`src/design/clipped_color_key_blit_assert.svh`:
```
// assertion macros shared by the blit block
`ifndef CLIPPED_COLOR_KEY_BLIT_ASSERT_SVH
`define CLIPPED_COLOR_KEY_BLIT_ASSERT_SVH

// same-cycle implication, checked outside reset
`define CKB_ASSERT_NOW(label, clk, rst, ante, cons, msg) \
  label: assert property (@(posedge clk) disable iff (rst) (ante) |-> (cons)) \
    else $error(msg);

// next-cycle implication, checked outside reset
`define CKB_ASSERT_NEXT(label, clk, rst, ante, cons, msg) \
  label: assert property (@(posedge clk) disable iff (rst) (ante) |=> (cons)) \
    else $error(msg);

`endif

```
`src/design/ckb_pkg.sv`:
```
`timescale 1ns / 1ps

package ckb_pkg;

  // configuration register indexes
  typedef enum logic [2:0] {
    REG_PLACE_X       = 3'd0,
    REG_PLACE_Y       = 3'd1,
    REG_RECT_WIDTH    = 3'd2,
    REG_RECT_HEIGHT   = 3'd3,
    REG_SCREEN_WIDTH  = 3'd4,
    REG_SCREEN_HEIGHT = 3'd5,
    REG_KEY_ENABLE    = 3'd6,
    REG_KEY_COLOR     = 3'd7
  } cfg_reg_t;

  localparam int unsigned CfgIndexBits = 3;
  localparam int unsigned DimBits      = 13;
  localparam int unsigned CoordBits    = 14;
  localparam int unsigned WordBits     = 32;

  localparam logic [DimBits-1:0] RectWidthReset    = 13'd1;
  localparam logic [DimBits-1:0] RectHeightReset   = 13'd1;
  localparam logic [DimBits-1:0] ScreenWidthReset  = 13'd640;
  localparam logic [DimBits-1:0] ScreenHeightReset = 13'd480;

  typedef struct packed {
    logic signed [DimBits-1:0] place_x;
    logic signed [DimBits-1:0] place_y;
    logic [DimBits-1:0]        rect_width;
    logic [DimBits-1:0]        rect_height;
    logic [DimBits-1:0]        screen_width;
    logic [DimBits-1:0]        screen_height;
    logic                      key_enable;
    logic [WordBits-1:0]       key_color;
  } ckb_cfg_t;

endpackage

```
`src/design/ckb_pos.sv`:
```
`timescale 1ns / 1ps

module ckb_pos import ckb_pkg::*; #(
  parameter int unsigned MAX_DIM = 4096
) (
  input  logic                        clk,
  input  logic                        rst,
  input  logic                        advance,
  input  logic [DimBits-1:0]          rect_width,
  input  logic [DimBits-1:0]          rect_height,
  output logic [$clog2(MAX_DIM)-1:0]  col,
  output logic [$clog2(MAX_DIM)-1:0]  row,
  output logic                        last
);

  localparam int unsigned CW = $clog2(MAX_DIM);
  localparam int unsigned DW = (CW + 1 > DimBits + 1) ? CW + 1 : DimBits + 1;
  localparam logic [DW-1:0] MaxDim = DW'(MAX_DIM);

  logic [DW-1:0] w_ext, h_ext, w_m1, h_m1, col_ext, row_ext;
  logic          row_end;
  logic [CW-1:0] col_next, row_next;

  assign w_ext   = {{(DW-DimBits){1'b0}}, rect_width};
  assign h_ext   = {{(DW-DimBits){1'b0}}, rect_height};
  assign col_ext = {{(DW-CW){1'b0}}, col};
  assign row_ext = {{(DW-CW){1'b0}}, row};

  // size clamped to 1..MAX_DIM, minus one
  always_comb begin
    if (w_ext == '0) begin
      w_m1 = '0;
    end else if (w_ext > MaxDim) begin
      w_m1 = MaxDim - 1'b1;
    end else begin
      w_m1 = w_ext - 1'b1;
    end
    if (h_ext == '0) begin
      h_m1 = '0;
    end else if (h_ext > MaxDim) begin
      h_m1 = MaxDim - 1'b1;
    end else begin
      h_m1 = h_ext - 1'b1;
    end
  end

  // at or past the last column ends the row, even after a size change
  assign row_end = col_ext >= w_m1;
  assign last    = row_end && (row_ext >= h_m1);

  always_comb begin
    if (last) begin
      col_next = '0;
      row_next = '0;
    end else if (row_end) begin
      col_next = '0;
      row_next = row + 1'b1;
    end else begin
      col_next = col + 1'b1;
      row_next = row;
    end
  end

  always_ff @(posedge clk) begin
    if (rst) begin
      col <= '0;
      row <= '0;
    end else if (advance) begin
      col <= col_next;
      row <= row_next;
    end
  end

endmodule

```
`src/design/ckb_eval.sv`:
```
`timescale 1ns / 1ps

module ckb_eval import ckb_pkg::*; #(
  parameter int unsigned MAX_DIM    = 4096,
  parameter int unsigned PIXEL_BITS = 32
) (
  input  ckb_cfg_t                    cfg,
  input  logic [$clog2(MAX_DIM)-1:0]  col,
  input  logic [$clog2(MAX_DIM)-1:0]  row,
  input  logic [WordBits-1:0]         pixel,
  output logic [CoordBits-1:0]        x,
  output logic [CoordBits-1:0]        y,
  output logic [WordBits-1:0]         pixel_kept,
  output logic                        write_en
);

  localparam int unsigned CW = $clog2(MAX_DIM);
  localparam int unsigned XW = ((CW > DimBits) ? CW : DimBits) + 2;
  localparam logic [WordBits-1:0] PixMask =
    (PIXEL_BITS >= WordBits) ? {WordBits{1'b1}} :
                               ((WordBits'(1) << PIXEL_BITS) - 1'b1);

  logic signed [XW-1:0] x_full, y_full;
  logic [XW-1:0]        sw_ext, sh_ext;
  logic                 on_screen, keyed;

  assign x_full = $signed({{(XW-DimBits){cfg.place_x[DimBits-1]}}, cfg.place_x})
                + $signed({{(XW-CW){1'b0}}, col});
  assign y_full = $signed({{(XW-DimBits){cfg.place_y[DimBits-1]}}, cfg.place_y})
                + $signed({{(XW-CW){1'b0}}, row});
  assign sw_ext = {{(XW-DimBits){1'b0}}, cfg.screen_width};
  assign sh_ext = {{(XW-DimBits){1'b0}}, cfg.screen_height};

  // sign bit clear, then an unsigned compare against the screen size
  assign on_screen = !x_full[XW-1] && !y_full[XW-1]
                  && (XW'(x_full) < sw_ext) && (XW'(y_full) < sh_ext);

  assign pixel_kept = pixel & PixMask;
  // full-width key against the masked pixel
  assign keyed      = cfg.key_enable && (pixel_kept == cfg.key_color);
  assign write_en   = on_screen && !keyed;

  assign x = x_full[CoordBits-1:0];
  assign y = y_full[CoordBits-1:0];

endmodule

```
`src/design/clipped_color_key_blit.sv`:
```
`timescale 1ns / 1ps
// clipped color-key blit: per-pixel destination coordinate and write enable
// input channel: in_valid / in_stall with pixel, one source pixel per request
//   in row-major order over the rectangle
// output channel: out_valid / out_stall with out_x, out_y, out_pixel,
//   write_en and last, one result per input request, in order
// config channel: cfg_valid / cfg_ready with cfg_index and cfg_data; always
//   ready, write only while no request is in flight
// pipeline: the input stage loads on accept and the result register loads from
//   it whenever the result register is empty or being taken; throughput one
//   pixel per clock while out_stall is low, set by the two-stage register
//   pipeline
// stall: when out_stall holds a waiting result, the input stage still takes
//   one more request; in_stall rises only when both stages are full
// reset: synchronous rst empties both stages, zeroes the column and row
//   counters and loads the register defaults (640x480 screen, 1x1 rectangle,
//   keying off)
`include "clipped_color_key_blit_assert.svh"

module clipped_color_key_blit import ckb_pkg::*; #(
  parameter int unsigned MAX_DIM    = 4096,
  parameter int unsigned PIXEL_BITS = 32
) (
  input  logic                     clk,
  input  logic                     rst,
  // pixel input
  input  logic                     in_valid,
  output logic                     in_stall,
  input  logic [WordBits-1:0]      pixel,
  // result output
  output logic                     out_valid,
  input  logic                     out_stall,
  output logic signed [CoordBits-1:0] out_x,
  output logic signed [CoordBits-1:0] out_y,
  output logic [WordBits-1:0]      out_pixel,
  output logic                     write_en,
  output logic                     last,
  // register writes
  input  logic                     cfg_valid,
  output logic                     cfg_ready,
  input  logic [CfgIndexBits-1:0]  cfg_index,
  input  logic [WordBits-1:0]      cfg_data
);

  localparam int unsigned CW = $clog2(MAX_DIM);

  ckb_cfg_t cfg;

  // handshake
  logic accept, s1_adv;

  // input stage
  logic                s1_valid;
  logic [WordBits-1:0] s1_pixel;
  logic [CW-1:0]       s1_col, s1_row;
  logic                s1_last;

  // position counter
  logic [CW-1:0] pos_col, pos_row;
  logic          pos_last;

  // evaluation results
  logic [CoordBits-1:0] ev_x, ev_y;
  logic [WordBits-1:0]  ev_pixel;
  logic                 ev_we;

  // config registers, always ready
  assign cfg_ready = 1'b1;

  always_ff @(posedge clk) begin
    if (rst) begin
      cfg.place_x       <= '0;
      cfg.place_y       <= '0;
      cfg.rect_width    <= RectWidthReset;
      cfg.rect_height   <= RectHeightReset;
      cfg.screen_width  <= ScreenWidthReset;
      cfg.screen_height <= ScreenHeightReset;
      cfg.key_enable    <= 1'b0;
      cfg.key_color     <= '0;
    end else if (cfg_valid && cfg_ready) begin
      unique case (cfg_reg_t'(cfg_index))
        REG_PLACE_X:       cfg.place_x       <= cfg_data[DimBits-1:0];
        REG_PLACE_Y:       cfg.place_y       <= cfg_data[DimBits-1:0];
        REG_RECT_WIDTH:    cfg.rect_width    <= cfg_data[DimBits-1:0];
        REG_RECT_HEIGHT:   cfg.rect_height   <= cfg_data[DimBits-1:0];
        REG_SCREEN_WIDTH:  cfg.screen_width  <= cfg_data[DimBits-1:0];
        REG_SCREEN_HEIGHT: cfg.screen_height <= cfg_data[DimBits-1:0];
        REG_KEY_ENABLE:    cfg.key_enable    <= cfg_data[0];
        REG_KEY_COLOR:     cfg.key_color     <= cfg_data;
        default: begin
        end
      endcase
    end
  end

  // the result register moves when empty or being taken
  assign s1_adv   = !out_valid || !out_stall;
  // stall only when the input stage holds a request that cannot move
  assign in_stall = s1_valid && !s1_adv;
  assign accept   = in_valid && !in_stall;

  // column/row tracking, stepped once per accepted pixel
  ckb_pos #(
    .MAX_DIM (MAX_DIM)
  ) u_pos (
    .clk         (clk),
    .rst         (rst),
    .advance     (accept),
    .rect_width  (cfg.rect_width),
    .rect_height (cfg.rect_height),
    .col         (pos_col),
    .row         (pos_row),
    .last        (pos_last)
  );

  // input stage: pixel plus the position it belongs to
  always_ff @(posedge clk) begin
    if (rst) begin
      s1_valid <= 1'b0;
    end else if (accept) begin
      s1_valid <= 1'b1;
    end else if (s1_adv) begin
      s1_valid <= 1'b0;
    end
  end

  always_ff @(posedge clk) begin
    if (accept) begin
      s1_pixel <= pixel;
      s1_col   <= pos_col;
      s1_row   <= pos_row;
      s1_last  <= pos_last;
    end
  end

  // coordinate, clip and key test
  ckb_eval #(
    .MAX_DIM    (MAX_DIM),
    .PIXEL_BITS (PIXEL_BITS)
  ) u_eval (
    .cfg        (cfg),
    .col        (s1_col),
    .row        (s1_row),
    .pixel      (s1_pixel),
    .x          (ev_x),
    .y          (ev_y),
    .pixel_kept (ev_pixel),
    .write_en   (ev_we)
  );

  // result register
  always_ff @(posedge clk) begin
    if (rst) begin
      out_valid <= 1'b0;
    end else if (s1_adv) begin
      out_valid <= s1_valid;
    end
  end

  always_ff @(posedge clk) begin
    if (s1_adv && s1_valid) begin
      out_x     <= ev_x;
      out_y     <= ev_y;
      out_pixel <= ev_pixel;
      write_en  <= ev_we;
      last      <= s1_last;
    end
  end

  // a pixel that ends the rectangle restarts the counters at the origin
  `CKB_ASSERT_NEXT(a_last_wraps, clk, rst, accept && pos_last,
    pos_col == '0 && pos_row == '0, "counters did not wrap after last pixel")

  // input stalls only behind a full input stage
  `CKB_ASSERT_NOW(a_stall_needs_full, clk, rst, in_stall,
    s1_valid && out_valid, "input stalled while a stage was free")

  // an enabled write always lands on a non-negative coordinate
  `CKB_ASSERT_NOW(a_write_on_screen, clk, rst, out_valid && write_en,
    !out_x[CoordBits-1] && !out_y[CoordBits-1], "write enabled off screen")

endmodule
```
`config.mk`:
```
export PLATFORM = sky130hd
export DESIGN_NAME = clipped_color_key_blit
export DESIGN_NICKNAME = d
export VERILOG_FILES = /design/src/design/ckb_pkg.sv /design/src/design/ckb_pos.sv /design/src/design/ckb_eval.sv /design/src/design/clipped_color_key_blit.sv
export VERILOG_INCLUDE_DIRS = /design/src /design/src/design
export SDC_FILE = /design/constraint.sdc
export NUM_CORES = 1
export LEC_CHECK = 0
export ABC_AREA = 1
export BUFFER_PORTS_ARGS = -buffer_cell sky130_fd_sc_hd__buf_2
export CORE_MARGIN = 2
export CORE_UTILIZATION = 63
export CTS_CLUSTER_SIZE = 10
export DETAILED_ROUTE_END_ITERATION = 8
export PLACE_DENSITY = 0.86
export SLEW_MARGIN = 20
export SYNTH_ARGS = -nofsm -noshare
export SYNTH_HDL_FRONTEND = slang
export SYNTH_SLANG_ARGS = --single-unit
```
`constraint.sdc`:
```
create_clock -name clk -period 7.2 [get_ports clk]
set_input_delay 0.72 -clock clk [delete_from_list [all_inputs] [get_ports clk]]
set_output_delay 0.72 -clock clk [all_outputs]
set_load 0.05 [all_outputs]
```
* Word level (Yosys, flattened, before mapping)
Index checks and enable logic that the tools add are counted.
** Cells by class
- Add/subtract/negate cells :: 6
- $lt $le $gt $ge :: 6
- Equal/unequal tests :: 8
- Multiplexer cells :: 10
- Reductions and logical operators :: 31
** Operator list (number)
- 14-bit two-way mux :: 4
- 12-bit two-way mux :: 4
- 32-bit equality test :: 1
- 15-bit by 13-bit less-than comparator with 1-bit output :: 2
- 13-bit by 13-bit adder with 14-bit output :: 2
- 12-bit by 14-bit greater-or-equal comparator with 1-bit output :: 2
- 14-bit logical NOT :: 2
- 13-bit by 1-bit subtractor with 14-bit output (second input constant) :: 2
- 13-bit greater-than comparator (second input constant) :: 2
- 12-bit by 1-bit adder with 12-bit output (second input constant) :: 2
- 2-bit AND reduction :: 9
- 3-bit equality test (second input constant) :: 4
- 1-bit logical AND :: 9
- 1-bit logical NOT :: 7
- 3-bit by 2-bit equality test with 1-bit output (second input constant) :: 2
- 2-bit nonzero test :: 2
- 3-bit by 1-bit equality test with 1-bit output (second input constant) :: 1
- 3-bit logical NOT :: 1
- 1-bit two-way mux :: 2
- 1-bit logical OR :: 1
** Storage, ports and cells
- Bits in registers :: 256
- Bits of input ports :: 72
- Output and inout port bits :: 65

* Logic depth before layout (Yosys ltp)
- Depth in word-level cells :: 7
- Gate-level depth with buffers :: 23
- Gate-level depth less buffers :: 22

* Cells and area by module
From an unflattened synthesis, not the netlist that was laid out.
** Unflattened totals
- Cells, all modules :: 1644
- Area, all modules :: 13225.2 um^2
** By module, submodules not included
- clipped_color_key_blit :: times used 1, cells an instance 777, area each 8052.7 um^2
- ckb_pos :: times used 1, cells an instance 424, area each 2587.5 um^2
- ckb_eval :: times used 1, cells an instance 443, area each 2585.0 um^2

* Worst setup path before layout
No wires, ideal clock.
- Kind :: input to register
- Start point :: input out_stall
- End point :: register last (enable)
- Library setup time :: 0.483 ns
- Data arrival time :: 3.455 ns
- Setup slack :: 3.262 ns
- Stages :: 3
- Path buffers :: 0
- Cell sequence :: nand2_1 inv_1 nor2_1
** Between the ends
- Word-level cells in the longest chain between the ends :: 3
** RTL lines
- from (decl) :: RTL line clipped_color_key_blit.sv:32 : input logic out_stall,
- 1-bit logical NOT :: RTL line clipped_color_key_blit.sv:97 : assign s1_adv = !out_valid || !out_stall;
- 1-bit logical OR :: RTL line clipped_color_key_blit.sv:97
- 1-bit logical AND :: RTL line clipped_color_key_blit.sv:161 : if (s1_adv && s1_valid) begin
- to (signal assigned) :: RTL line clipped_color_key_blit.sv:166 : last <= s1_last;
- to (decl) :: RTL line clipped_color_key_blit.sv:37 : output logic last,
Every way passes these cells.
A chain may end at the register's enable or synchronous reset.

* Worst setup path in the final report
- Start point :: register, netlist name cfg[72]
- End point :: register u_pos.col[2]
** Between the ends
- Word-level cells in the longest chain between the ends :: 6
- Elaborated cells on any way between the ends :: 9
- Those cells by class :: add/sub: 1; order compare: 2; mux: 4; reduce/logical: 2
** RTL lines
- 13-bit by 1-bit subtractor with 14-bit output / 13-bit greater-than comparator (equally long branches) :: RTL line ckb_pos.sv:36, ckb_pos.sv:33
- 14-bit two-way mux :: RTL line ckb_pos.sv:33 : end else if (w_ext > MaxDim) begin
- 14-bit two-way mux (*) :: RTL line ckb_pos.sv:31 : if (w_ext == '0) begin
- 12-bit by 14-bit greater-or-equal comparator with 1-bit output (*) :: RTL line ckb_pos.sv:48 : assign row_end = col_ext >= w_m1;
- 12-bit two-way mux / 1-bit logical AND (equally long branches) :: RTL line ckb_pos.sv:55, ckb_pos.sv:49
- 12-bit two-way mux (*) :: RTL line ckb_pos.sv:52 : if (last) begin
- to (signal assigned) :: RTL line ckb_pos.sv:69 : col <= col_next;
- to (decl) :: RTL line ckb_pos.sv:11 : output logic [$clog2(MAX_DIM)-1:0] col,
Every way passes the cells marked *; elsewhere a longest branch is shown, timed or not.

==> key figures <==
Status
  • Status: completed

Global routing
  • GRT Resource Usage Total: 0.2913
  • Initial antenna violation count: 0
  • Largest net degree at the start of global routing: 63
  • GR Overflow Total: 0
  • Global-route wire length before repair: around 47000 µm
  • Vias in the first global route: slightly below 10000

Logic synthesis
  • Number of enable flip-flop cells after synthesis: around 120
  • Avg Inst Size Synth: approximately 8.9 µm²
  • Syn Inst Count: 1351
  • Synth area leaders: edfxtp_1 (30%), dfxtp_1 (23%), ha_1 (8.0%)
  • Post-synth net total: between 1500 and 2000
  • Ys flop type: dfxtp_1
  • Mapped cell area: between 10000 and 15000 µm²
  • Largest area contributor in the netlist: edfxtp_1
  • Sequential cell area fraction in the yosys report: 0.5240
  • Synth top area share: 0.2965
  • Yosys warnings: 0
  • FF+latch count, synth: approximately 260
  • Ys async rst share: 0
  • Synth unique cells: between 40 and 50

Final layout
  • Final nets: 1639
  • Final core occ: 0.7333
  • Register area: approximately 6300 µm²
  • Layout Cells excl Fill: about 1700
  • Layout cell share with drive strength beyond 1: 0.1337
  • Area Overhead vs Synth: 14.18%
  • Number of fill cells: ~1300
  • Area of the multi-input gates: about 5000 µm²
  • Ant. Diodes: 0

Clock tree
  • Post-CTS Setup Bufs: 0
  • Post-cts resize count: 0
  • CTS tree: yes
  • Root buf cell: clkbuf_16
  • Clk_lat worst skew: 0.55 ns
  • Maximum clock path buffer count: 3
  • Total CTS buffers: 29
  • H-Tree Depth: 1
  • Reg clk slew, reported paths: about 0.060 ns
  • CTS Hold Buffers Added: 0
  • # clock sinks: ~260

Die
  • Die ar.: between 20000 and 25000 µm²
  • Core area: ~19000 µm²
  • Die height: between 100 and 150 µm
  • Top-level I/O count: between 100 and 150
  • Rows: 50
  • Chip Width: approximately 140 µm
  • Initial Util: 0.6423

Timing
  • Setup TNS: 0 ns
  • Final min period: around 3.2 ns
  • Slew at the pin closest to its max-slew limit: ~0.85 ns
  • RSZ-0062 raised after global routing: no
  • Final Cycle Share: 0.4396
  • Final Hold Fails: 0
  • Final hold slack: about 0.34 ns
  • F_max: between 300 and 400 MHz
  • Final clock skew: approximately 0.014 ns
  • Final setup fails: 0
  • Worst slew margin: 0.4299
  • Fin. max-slew vios: 0

Setup path
  • Critical path launch point type: register
  • Max FO, Critical Path: 12
  • Arrival time of the worst setup path: ~3.6 ns
  • Worst R2R End: u_pos.col[2]$_SDFFE_PP0P_
  • Reg-to-reg startpoint: cfg[72]$_SDFFE_PP1P_
  • Worst setup path startpoint: cfg[72]$_SDFFE_PP1P_
  • CP endpoint kind: register
  • Worst reg-to-reg path cell count: 19
  • Critical Setup Path Class: reg2reg
  • Req. time, crit path: roughly 7.6 ns
  • Register-to-register setup slack: between 4 and 5 ns

Routing
  • DR vias: approximately 9900
  • Post-Route WL: around 30000 µm
  • Via density: roughly 5.7
  • DRT iter0 DRCs: 620
  • Pre-antenna DRT Iters: 5
  • Wire per inst: 16.95 µm
  • Drc violations: 0
  • Post-route ant nets: 0

Place
  • Hpwl dp: around 20000 µm
  • # port buffers: approximately 140
  • DP Cell Count: approximately 1700
  • Final GP Congestion: a little over 0.9

Min path
  • Min-Delay Startpoint: pixel[16]
  • Tightest Hold Check Type: in2reg
  • Hold path cells: 1
  • Hold Path Sink: s1_pixel[16]$_DFFE_PP_

Job
  • Max-cap violations: 0

Pwr
  • Power Dens Cells: ~240 nW/µm²
  • Leak: 6.139 nW
  • Peak VDD IR: just under 0.2 mV
## report_power, final
group | switching [mW] | internal (mW)
combinational | 0.276 | 0.116
sequential | 0.0318 | 1.59
clock | 0.562 | 0.759
## through the flow
stage | worst slack, ns | total power, mW | area, µm²
after global placement | 4.158 | 2.025 | 12930
after global routing | 3.488 | 3.444 | 13760
after CTS | 4.038 | 3.342 | 13760
after detailed placement | 4.053 | 2.039 | 12930
after floorplan | 3.262 | 1.921 | 12050
final | 4.035 | 3.338 | 13760
## flip-flops by register name, indices dropped and copies added, names as in the netlist
| name | count |
|---|---|
| out_pixel | 32 |
| s1_last | 1 |
| s1_pixel | 32 |
| s1_col | 12 |
| out_y | 14 |
| last | 1 |
| s1_valid | 1 |
| u_pos.col | 12 |
| cfg | 111 |
| write_en | 1 |
| s1_row | 12 |
| out_valid | 1 |
| out_x | 14 |
| u_pos.row | 12 |
## final cells by class
| type | instances | area share |
|---|---|---|
| Clock buffer | 53 | 0.05927 |
| Clock inverter | 1 | 0.001455 |
| Inverter | 161 | 0.04391 |
| Multi-Input combinational cell | 900 | 0.3634 |
| Sequential cell | 256 | 0.4589 |
| Tap cell | 234 | 0.02127 |
| Timing Repair Buffer | 140 | 0.05182 |
## worst max-delay path by stage
stage / end / slack [ns] / cells after the start
detailed placement: u_pos.col[3]$_SDFFE_PP0P_ / 4.05 / 20
global placement: u_pos.col[4]$_SDFFE_PP0P_ / 4.16 / 19
finish: u_pos.col[2]$_SDFFE_PP0P_ / 4.03 / 19
CTS: u_pos.col[3]$_SDFFE_PP0P_ / 4.04 / 20
global route: u_pos.col[9]$_SDFFE_PP0P_ / 3.49 / 20
floorplan: last$_DFFE_PP_ / 3.26 / 3
## routing by layer
metal / GRT usage / up-vias / share of wire
met3: 0.04542 / 102 / 0.073
met4: 0.1313 / 0 / 0.048
li1: - / 4803 / -
met5: 0 / - / 0
met2: 0.5205 / 425 / 0.49
met1: 0.3473 / 4561 / 0.39
## worst max-delay path, stage by stage, from the launching register on
cell and delay (ns):
dfxtp_1 0.37, inv_1 0.10, ha_1 0.21, nand2_1 0.09, inv_1 0.06, nand4_1 0.10
nand2_1 0.24, o21ai_0 0.15, o21ai_0 0.10, ha_1 0.31, nand2_1 0.06, nor2_1 0.13
and3_1 0.18, nand2_1 0.05, nand2_1 0.11, nand3_4 0.18, nand2_1 0.29, inv_1 0.16
nand3b_1 0.11, inv_1 0.05
## synthesized netlist by cell type, drive strengths merged (2+ instances only)
cell    number
nor2       203
dfxtp      137
or2         10
xnor2        9
nand2      190
inv        160
and2         2
nand3       44
nor4         2
ha          77
a21oi      100
a211oi       4
o22ai        6
buf          5
o21bai       3
o21a         4
o211ai      11
o21ai      150
and3         2
edfxtp     119
nor3b        2
o31ai        5
nand4        9
fa           2
xor2        33
nor3        21
clkbuf      29
nand3b       5
## kinds of logic (layout without fill, tap and decap cells)
group | Yosys count | after routing | share of synthesized area
AOI/OAI and AO/OA | 287 | 287 | 0.1281
xor gates and xnor gates | 42 | 42 | 0.03052
adders and majority gates | 79 | 79 | 0.08325
buffers and inverters | 195 | 355 | 0.06176
DFF | 256 | 256 | 0.5240
other | 1 | 1 | 0.0003111
and+or+nand+nor | 491 | 491 | 0.1721
## cells in the final DEF (no fill, tap or decap), types with 2 or more instances in the layout
master / n
clkbuf_16: 29
o21bai_1: 3
xor2_1: 33
nand3_1: 42
buf_4: 5
buf_2: 135
inv_2: 4
nor2_4: 2
and2_1: 2
edfxtp_1: 119
ha_1: 77
o211ai_1: 11
and3_1: 2
o21ai_0: 145
nor4_1: 2
fa_1: 2
nor2_1: 195
clkbuf_1: 24
o22ai_1: 6
nor2_2: 6
or2_2: 9
a211oi_1: 4
a21oi_1: 100
o21ai_4: 2
xnor2_1: 9
nand2_2: 5
nand3b_1: 5
nand2_1: 185
nor3_1: 21
o31ai_1: 5
o21a_1: 4
inv_1: 156
o21ai_1: 3
dfxtp_1: 137
nand4_1: 9
Power figures use the tool's default switching activity.
